$ cat config.mk
export PLATFORM = sky130hd
export DESIGN_NAME = rotation_invariant_lbp_3x3
export DESIGN_NICKNAME = d
export VERILOG_FILES = /design/src/sv/rilbp_pkg.sv /design/src/sv/rilbp_line_buf.sv /design/src/sv/rilbp_code.sv /design/src/sv/rotation_invariant_lbp_3x3.sv
export SDC_FILE = /design/constraint.sdc
export NUM_CORES = 2
export LEC_CHECK = 0
export BUFFER_PORTS_ARGS = -buffer_cell sky130_fd_sc_hd__buf_2
export CORE_MARGIN = 1.5
export CORE_UTILIZATION = 50
export DETAILED_ROUTE_END_ITERATION = 10
export PLACE_DENSITY = 0.64
export REMOVE_ABC_BUFFERS = 1
export SLEW_MARGIN = 15
export SYNTH_ARGS = -nofsm -noshare
export SYNTH_HDL_FRONTEND = slang
export SYNTH_SLANG_ARGS = --single-unit
$ cat constraint.sdc
create_clock -name i_clk -period 12.9 [get_ports i_clk]
set_input_delay 3.87 -clock i_clk [delete_from_list [all_inputs] [get_ports i_clk]]
set_output_delay 3.87 -clock i_clk [all_outputs]
set_load 0.03 [all_outputs]
$ cat src/sv/rilbp_pkg.sv
package rilbp_pkg;

    localparam int PIX_W      = 8;
    localparam int MAX_W      = 128;
    localparam int COL_W      = $clog2(MAX_W);
    localparam int ROW_W      = 12;
    localparam int FW_W       = 8;
    localparam int CFG_IDX_W  = 2;
    localparam int CFG_DATA_W = 12;

    localparam logic [CFG_IDX_W-1:0] CFG_FRAME_WIDTH  = 2'd0;
    localparam logic [CFG_IDX_W-1:0] CFG_FRAME_HEIGHT = 2'd1;

    localparam logic [FW_W-1:0]  FRAME_WIDTH_RST  = 8'd128;
    localparam logic [ROW_W-1:0] FRAME_HEIGHT_RST = 12'd64;
    localparam logic [FW_W-1:0]  MIN_WIDTH        = 8'd3;
    localparam logic [FW_W-1:0]  MAX_WIDTH_V      = 8'd128;
    localparam logic [ROW_W-1:0] MIN_HEIGHT       = 12'd3;

    // 3x3 neighbourhood around the centre pixel
    typedef struct packed {
        logic [PIX_W-1:0] tl;
        logic [PIX_W-1:0] t;
        logic [PIX_W-1:0] tr;
        logic [PIX_W-1:0] r;
        logic [PIX_W-1:0] br;
        logic [PIX_W-1:0] b;
        logic [PIX_W-1:0] bl;
        logic [PIX_W-1:0] l;
        logic [PIX_W-1:0] c;
    } t_nbr;

endpackage

$ cat src/sv/rilbp_line_buf.sv
module rilbp_line_buf
    import rilbp_pkg::*;
(
    input  logic             i_clk,
    input  logic             i_we,
    input  logic [COL_W-1:0] i_wr_addr,
    input  logic [PIX_W-1:0] i_wr_upper,
    input  logic [PIX_W-1:0] i_wr_mid,
    input  logic [COL_W-1:0] i_rd_addr,
    output logic [PIX_W-1:0] o_rd_upper,
    output logic [PIX_W-1:0] o_rd_mid
);

    logic [PIX_W-1:0] r_upper [MAX_W];
    logic [PIX_W-1:0] r_mid   [MAX_W];

    always_ff @(posedge i_clk) begin
        if (i_we) begin
            r_upper[i_wr_addr] <= i_wr_upper;
            r_mid[i_wr_addr]   <= i_wr_mid;
        end
    end

    // read address is the column of the next word, so data is ready when it arrives
    always_ff @(posedge i_clk) begin
        o_rd_upper <= r_upper[i_rd_addr];
        o_rd_mid   <= r_mid[i_rd_addr];
    end

endmodule

$ cat src/sv/rilbp_code.sv
module rilbp_code
    import rilbp_pkg::*;
(
    input  t_nbr       i_nbr,
    output logic [7:0] o_code
);

    logic [7:0] bits;
    logic [7:0] rot  [8];
    logic [7:0] min4 [4];
    logic [7:0] min2 [2];

    always_comb begin
        bits = {i_nbr.tl >= i_nbr.c, i_nbr.t  >= i_nbr.c, i_nbr.tr >= i_nbr.c,
                i_nbr.r  >= i_nbr.c, i_nbr.br >= i_nbr.c, i_nbr.b  >= i_nbr.c,
                i_nbr.bl >= i_nbr.c, i_nbr.l  >= i_nbr.c};
    end

    always_comb begin
        for (int k = 0; k < 8; k++) begin
            rot[k] = 8'(({bits, bits} << k) >> 8);
        end
    end

    // three-level minimum tree
    always_comb begin
        for (int i = 0; i < 4; i++) begin
            min4[i] = (rot[2*i] < rot[2*i+1]) ? rot[2*i] : rot[2*i+1];
        end
        for (int i = 0; i < 2; i++) begin
            min2[i] = (min4[2*i] < min4[2*i+1]) ? min4[2*i] : min4[2*i+1];
        end
        o_code = (min2[0] < min2[1]) ? min2[0] : min2[1];
    end

endmodule

$ cat src/sv/rotation_invariant_lbp_3x3.sv
// channel | valid      | stall       | payload
// pixels  | i_in_valid | o_in_stall  | i_pixel_value
// codes   | o_out_valid| i_out_stall | o_pattern_code, o_row_end, o_frame_end
// config  | i_cfg_we   | -           | i_cfg_index, i_cfg_data
//
// One word per cycle in while the output is not stalled; a code leaves in the
// cycle after the pixel below and right of its centre is taken. The line buffers
// are read one word ahead from the column counter, so nothing else sets the rate.
// Reset or a write to the frame width or height restarts the frame at the top-left pixel.
// The input stalls only while a finished code waits at a stalled output.
module rotation_invariant_lbp_3x3
    import rilbp_pkg::*;
(
    input  logic                  i_clk,
    input  logic                  i_rst_n,
    input  logic                  i_cfg_we,
    input  logic [CFG_IDX_W-1:0]  i_cfg_index,
    input  logic [CFG_DATA_W-1:0] i_cfg_data,
    input  logic                  i_in_valid,
    output logic                  o_in_stall,
    input  logic [PIX_W-1:0]      i_pixel_value,
    output logic                  o_out_valid,
    input  logic                  i_out_stall,
    output logic [7:0]            o_pattern_code,
    output logic                  o_row_end,
    output logic                  o_frame_end
);

    logic [FW_W-1:0]  r_width;
    logic [ROW_W-1:0] r_height;
    logic [COL_W-1:0] r_col, n_col;
    logic [ROW_W-1:0] r_row, n_row;
    logic [PIX_W-1:0] r_win [6];
    logic             r_out_valid;
    logic [7:0]       r_code;
    logic             r_row_end;
    logic             r_frame_end;

    logic [FW_W-1:0]  eff_w;
    logic [FW_W-1:0]  eff_w_m1;
    logic [ROW_W-1:0] eff_h_m1;
    logic             en;
    logic             acc;
    logic             cfg_hit;
    logic             interior;
    logic             last_col;
    logic             last_row;
    logic [PIX_W-1:0] rd_upper;
    logic [PIX_W-1:0] rd_mid;
    t_nbr             nbr;
    logic [7:0]       code;

    always_comb begin
        eff_w = r_width;
        if (r_width < MIN_WIDTH) begin
            eff_w = MIN_WIDTH;
        end else if (r_width > MAX_WIDTH_V) begin
            eff_w = MAX_WIDTH_V;
        end
        eff_w_m1 = eff_w - 8'd1;
        eff_h_m1 = ((r_height < MIN_HEIGHT) ? MIN_HEIGHT : r_height) - 12'd1;
    end

    assign en       = !r_out_valid || !i_out_stall;
    assign acc      = i_in_valid && en;
    assign cfg_hit  = i_cfg_we &&
                      (i_cfg_index == CFG_FRAME_WIDTH || i_cfg_index == CFG_FRAME_HEIGHT);
    assign last_col = ({1'b0, r_col} == eff_w_m1);
    assign last_row = (r_row == eff_h_m1);
    assign interior = (r_row >= 12'd2) && (r_col >= 7'd2);

    always_ff @(posedge i_clk) begin
        if (!i_rst_n) begin
            r_width  <= FRAME_WIDTH_RST;
            r_height <= FRAME_HEIGHT_RST;
        end else if (i_cfg_we) begin
            unique case (i_cfg_index)
                CFG_FRAME_WIDTH:  r_width  <= i_cfg_data[FW_W-1:0];
                CFG_FRAME_HEIGHT: r_height <= i_cfg_data;
                default: ;
            endcase
        end
    end

    always_comb begin
        n_col = r_col;
        n_row = r_row;
        if (cfg_hit) begin
            n_col = '0;
            n_row = '0;
        end else if (acc) begin
            if (last_col) begin
                n_col = '0;
                n_row = last_row ? '0 : r_row + 12'd1;
            end else begin
                n_col = r_col + 7'd1;
            end
        end
    end

    always_ff @(posedge i_clk) begin
        if (!i_rst_n) begin
            r_col <= '0;
            r_row <= '0;
        end else begin
            r_col <= n_col;
            r_row <= n_row;
        end
    end

    rilbp_line_buf u_line_buf (
        .i_clk      (i_clk),
        .i_we       (acc),
        .i_wr_addr  (r_col),
        .i_wr_upper (rd_mid),
        .i_wr_mid   (i_pixel_value),
        .i_rd_addr  (n_col),
        .o_rd_upper (rd_upper),
        .o_rd_mid   (rd_mid)
    );

    // window: 0..2 column before last (top, mid, bottom), 3..5 last column
    always_ff @(posedge i_clk) begin
        if (acc) begin
            r_win[0] <= r_win[3];
            r_win[1] <= r_win[4];
            r_win[2] <= r_win[5];
            r_win[3] <= rd_upper;
            r_win[4] <= rd_mid;
            r_win[5] <= i_pixel_value;
        end
    end

    always_comb begin
        nbr.tl = r_win[0];
        nbr.t  = r_win[3];
        nbr.tr = rd_upper;
        nbr.r  = rd_mid;
        nbr.br = i_pixel_value;
        nbr.b  = r_win[5];
        nbr.bl = r_win[2];
        nbr.l  = r_win[1];
        nbr.c  = r_win[4];
    end

    rilbp_code u_code (
        .i_nbr  (nbr),
        .o_code (code)
    );

    always_ff @(posedge i_clk) begin
        if (!i_rst_n) begin
            r_out_valid <= 1'b0;
        end else if (en) begin
            r_out_valid <= acc && interior;
        end
    end

    always_ff @(posedge i_clk) begin
        if (en) begin
            r_code      <= code;
            r_row_end   <= last_col;
            r_frame_end <= last_col && last_row;
        end
    end

    assign o_in_stall     = !en;
    assign o_out_valid    = r_out_valid;
    assign o_pattern_code = r_code;
    assign o_row_end      = r_row_end;
    assign o_frame_end    = r_frame_end;

    a_col_range: assert property (@(posedge i_clk) disable iff (!i_rst_n)
        ({1'b0, r_col} <= eff_w_m1 || $past(i_cfg_we)))
        else $error("column counter beyond row width");

    a_row_range: assert property (@(posedge i_clk) disable iff (!i_rst_n)
        (r_row <= eff_h_m1 || $past(i_cfg_we)))
        else $error("row counter beyond frame height");

    a_frame_row: assert property (@(posedge i_clk) disable iff (!i_rst_n)
        (o_out_valid && o_frame_end) |-> o_row_end)
        else $error("frame end without row end");

    a_interior_out: assert property (@(posedge i_clk) disable iff (!i_rst_n)
        (acc && interior) |=> o_out_valid)
        else $error("interior word gave no code");

endmodule
After elaboration in Yosys (flattened, before gate mapping)
Memories as Yosys holds them, arrays and structs flattened. A register that Yosys moved wholly into a read port is not among the register bits. Cells that the tools add are included.

Add/sub/neg operators: 4. Order comparisons: 20. Equal/unequal tests: 3. Muxes and demuxes: 16. Bitwise operators: 1. Reductions and logical operators: 15.

Operators by type and width (number): $mux W8 (9); $ge A8 B8 Y1 (8); $lt A8 B8 Y1 (7); $mux W12 (2); $mux W7 (3); $add A12 B1 Y12 const B (1); $eq A12 B12 Y1 (1); $ge A12 B2 Y1 const B (1); $lt A12 B2 Y1 const B (1); $sub A12 B1 Y12 const B (1); $eq A7 B8 Y1 (1); $gt A8 B8 Y1 const B (1); $lt A8 B2 Y1 const B (1); $sub A8 B1 Y8 const B (1); $add A7 B1 Y7 const B (1); $ge A7 B2 Y1 const B (1); $reduce_and A2 Y1 (3); $logic_and A1 B1 Y1 (5); $logic_not A1 Y1 (3); $eq A2 B1 Y1 const B (1); $logic_not A2 Y1 (1); $logic_or A1 B1 Y1 (2); $mux W1 (2); $reduce_or A2 Y1 (1); $not A1 Y1 (1).

Flip-flop bits (word level): 50. RAM bits: 2096. Input port bits: 27. Output and inout port bits: 12. Memories: 3.

Memory list: u_line_buf.r_mid (words 128, bits a word 8, rd ports 1, clocked after Yosys merged registers in 1, write ports 1, line rilbp_line_buf.sv:15) `logic [PIX_W-1:0] r_mid [MAX_W];`; u_line_buf.r_upper (words 128, bits a word 8, rd ports 1, clocked after Yosys merged registers in 1, write ports 1, line rilbp_line_buf.sv:14) `logic [PIX_W-1:0] r_upper [MAX_W];`; r_win (words 6, bits a word 8, rd ports 6, clocked after Yosys merged registers in 0, write ports 6, line rotation_invariant_lbp_3x3.sv:33) `logic [PIX_W-1:0] r_win [6];`.

Depth between registers and ports, before layout
Depth after elaboration: 8. Depth in mapped cells: 32. Mapped depth without buffers: 31.

By module
From an unflattened synthesis, not the netlist that was laid out.

Cell total of the unflattened synthesis: 3849. Area total of the unflattened synthesis: 85829.8 um2.

By module, submodules not included: rilbp_line_buf (instances 1, cells an instance 3080, area each 78496.5 um2, sequential area each 61819.3 um2); rotation_invariant_lbp_3x3 (instances 1, cells an instance 393, area each 4362.9 um2, sequential area each 2542.4 um2); rilbp_code (instances 1, cells an instance 376, area each 2970.3 um2, sequential area each 0.0 um2).

Worst setup path after synthesis
OpenSTA, ideal clock, no wires.

Kind: input to register. From: input i_pixel_value[0]. To: register r_code[0], in the netlist o_pattern_code[0], data pin. Data arrival time: 9823 ps. Slack: 2793 ps. Cell stages on the path: 30. Path buffers: 1. Cell sequence: inv_1 ha_1 nand2b_1 a21o_1 a21oi_1 o21ai_0 o41ai_1 inv_1 ha_1 a21oi_1 o21ai_0 a31oi_1 o21ai_1 clkbuf_1 a21oi_1 ha_1 a21o_1 a21o_1 a21oi_1 a21oi_1 o21a_1 or2_0 o21ai_0 ha_1 a21oi_1 nor2b_1 o21ai_0 o21ai_0 a211oi_2 mux2i_1.

Word-level cells in the longest chain between the ends: 7. Elaborated cells on any way between the ends: 15. Classes of those cells: 8 x order compare; 7 x mux.

RTL lines: start: declaration (line rotation_invariant_lbp_3x3.sv:21) `input logic [PIX_W-1:0] i_pixel_value,`; $ge A8 B8 Y1 (*) (line rilbp_code.sv:15) `i_nbr.r >= i_nbr.c, i_nbr.br >= i_nbr.c, i_nbr.b >= i_nbr.c,`; $lt A8 B8 Y1 (line rilbp_code.sv:28) `min4[i] = (rot[2*i] < rot[2*i+1]) ? rot[2*i] : rot[2*i+1];`; $mux W8 (line rilbp_code.sv:28); $lt A8 B8 Y1 (line rilbp_code.sv:31) `min2[i] = (min4[2*i] < min4[2*i+1]) ? min4[2*i] : min4[2*i+1];`; $mux W8 (line rilbp_code.sv:31); $lt A8 B8 Y1 (line rilbp_code.sv:33) `o_code = (min2[0] < min2[1]) ? min2[0] : min2[1];`; $mux W8 (*) (line rilbp_code.sv:33); via code[0] (line rotation_invariant_lbp_3x3.sv:51) `logic [7:0] code;`; end signal: assignment (line rotation_invariant_lbp_3x3.sv:161) `r_code <= code;`; end: declaration (line rotation_invariant_lbp_3x3.sv:35) `logic [7:0] r_code;`.

The timed path passes the listed nets; every way through them passes the cells marked *. A chain may end at the register's enable or synchronous reset.

Worst setup path after layout
From: input i_pixel_value[0]. To: register r_code[7], in the netlist o_pattern_code[7], data pin.

Same word-level chain as after synthesis.

==> reports/results.tsv <==
metric	value	unit
yosysTopAreaCell	edfxtp_1	
whs	0.446	ns
vias	63400	
first_pass_iters	10	
routabilityCongestion	1.01	
period_share	0.772	
cts-resized-gates	0	
relSlewSlack	0.0582	
netlist_instances	6644	
rows	155	
worst_path_max_delay_cell	o21ai_0	
port_buffers	38	
wl	313000	um
cap_violations	0	
end_kind	flip-flop	
wl_met3	39400	um
yosysWarningCount	0	
hold_viol	0	
drive_gt1_frac	0.111	
path_common_cell	a21oi_1	
vias_per_cell	6.80	
h-tree-depth	4	
start_kind	input pin	
cp.required	13.60	ns
yosysMostFrequentCell	edfxtp_1	
grt.overflow.total	0	
dp_hpwl	187000	um
grt_usage	0.335	
layout_min_cycle_time	9.95	ns
ant_nets	0	
drt_iter0_markers	10300	
setup_violations	0	
hp-class	reg -> reg	
grt_pass1_vias	59900	
wl_met1	114000	um
die_h	428	um
finClkSkew	0.0344	ns
areaGrowthSynthToFinish	12.3	%
start_util	0.505	
routedWlPerCell	33.6	um
crit_type	in -> reg	
setup_tns	0	ns
netlist.area_leader.share	0.700	
route.met2.wl	137000	um
seq_area_frac_synth	0.712	
avgSynthCellArea	13.6	sq um
cts_tree	done	
cp.arrival	10.65	ns
rsz0062_at_grt	false	
synth_edf_count	2106	
ctsHoldBuffers	0	
multi_input_area	24200	sq um
cts.sinks	2162	
dieArea	183000	sq um
antenna_found_initial	12	
clk_pin_slew	0.07	ns
syn_area	90400	sq um
drc	0	
critPathMaxFanout	48	
postCtsSetupBuffers	0	
outcome	completed	
max_freq	100	MHz
io_pins	39	
synth_cell_types	95	
cts_max_path_buffers	3	
grt_max_degree	119	
fillers	14100	
drv_slew	0	
vdd_drop_max	0.216	mV
clockRootBuffer	clkbuf_16	
final_nets	6906	
power.static_leakage	33.5	nW
die-width	428	um
regArea	64400	sq um
synth_common_cells	edfxtp_1 (2106), nand2_1 (999), a21oi_1 (433)	
top_layer_used	met5	
synthFlopType	edfxtp_1	
fin_util	0.567	
netlist_top_cells_area	edfxtp_1 (70%), nand2_1 (4.1%), a21oi_1 (2.4%), mux2i_1 (2.3%), o21ai_0 (1.7%)	
ys_ff_latch	2162	
tightestPinTransition	1.40	ns
grt_pass1_wl	442000	um
fin_total_pwr	0.0171	W
synthArstFlopShare	0	
powerDensity	169	nW/um^2
clock_latency	0.87	ns
cts_made_buffers	215	
core	179000	sq um
cpPeakStageDelay	0.47	ns
cells in the final DEF, fill, tap and decap left out, drive strengths merged, types with 59 or more instances in the layout:
cell type  synthesis  final
a221oi            95     95
clkbuf           229    277
ha               103    103
nand3            234    234
edfxtp          2106   2106
a31oi            110    110
mux2i            212    212
a21oi            433    433
o221ai           168    168
buf              212    356
o211ai           106    106
o21ai            328    328
a22oi             81     81
a211oi            67     67
o22ai             93     93
a22o              65     65
nor2             367    367
nand2           1003   1003
inv               50     59
clkinv             1     92
layer usage:
metal | track usage | up-vias
met2 | 0.495 | 4641
met5 | 0 | -
met3 | 0.0890 | 938
li1 | - | 26200
met1 | 0.442 | 31600
met4 | 0.207 | 12
metrics by stage:
stage | cell area (sq um) | worst slack, ns | std cells
floorplan | 88500 | -20.49 | 6203
global placement | 94400 | 1.98 | 8912
detailed placement | 94500 | 2.03 | 8914
CTS | 101000 | 2.91 | 9316
global route | 101000 | 2.34 | 9316
finish | 102000 | 2.95 | 9323
flip-flops by register name, summed over array words and instances, names as in the netlist:
register / cells
r_height: 12
u_line_buf.r_upper: 1024
o_pattern_code: 8
r_width: 8
r_win: 48
u_line_buf.o_rd_mid: 8
o_row_end: 1
r_row: 12
o_frame_end: 1
u_line_buf.o_rd_upper: 8
o_out_valid: 1
r_col: 7
u_line_buf.r_mid: 1024
report_power, final:
part	total [W]	internal (W)	switching, W
Sequential	0.00806	0.00797	0.0000908
Combinational	0.00274	0.000882	0.00186
Clock	0.00632	0.00358	0.00273
path summary, 6_finish.rpt:
path	from	end	slack, ns	cells past startpoint
max reg2reg	u_line_buf.o_rd_mid[0]	o_pattern_code[7]	5.83	30
min	r_win[5][0]	r_win[2][0]	0.45	0
max	i_pixel_value[0]	o_pattern_code[7]	2.95	32
min reg2reg	r_win[5][0]	r_win[2][0]	0.45	0
layout make-up:
class | count | share of cell area
clock inverter | 125 | 0.0128
multi-input combinational | 3990 | 0.239
tap | 2355 | 0.0290
timing repair buffer | 356 | 0.0267
inverter | 51 | 0.00195
clock buffer | 277 | 0.0565
sequential | 2162 | 0.634
antenna | 7 | 0.000173
cells by family after synthesis:
group                      count (synthesis)  synth area share
muxes                                    229            0.0272
xor gates and xnor gates                  41           0.00397
and+or+nand+nor                         1823            0.0852
DFF                                     2162             0.712
AOI/OAI and AO/OA                       1794             0.134
buffers and inverters                    492            0.0233
adders and majority gates                103            0.0143
critical path, delay by kind of cell:
family | cells | cell delay [ns]
AO/OA/AOI/OAI | 18 | 3.31
adder cells (fa/ha/maj) | 4 | 1.25
buffers and inverters | 6 | 1.37
multiplexers | 1 | 0.20
AND/OR/NAND/NOR | 3 | 0.57
Note: power is estimated with default switching activity, not from simulation.
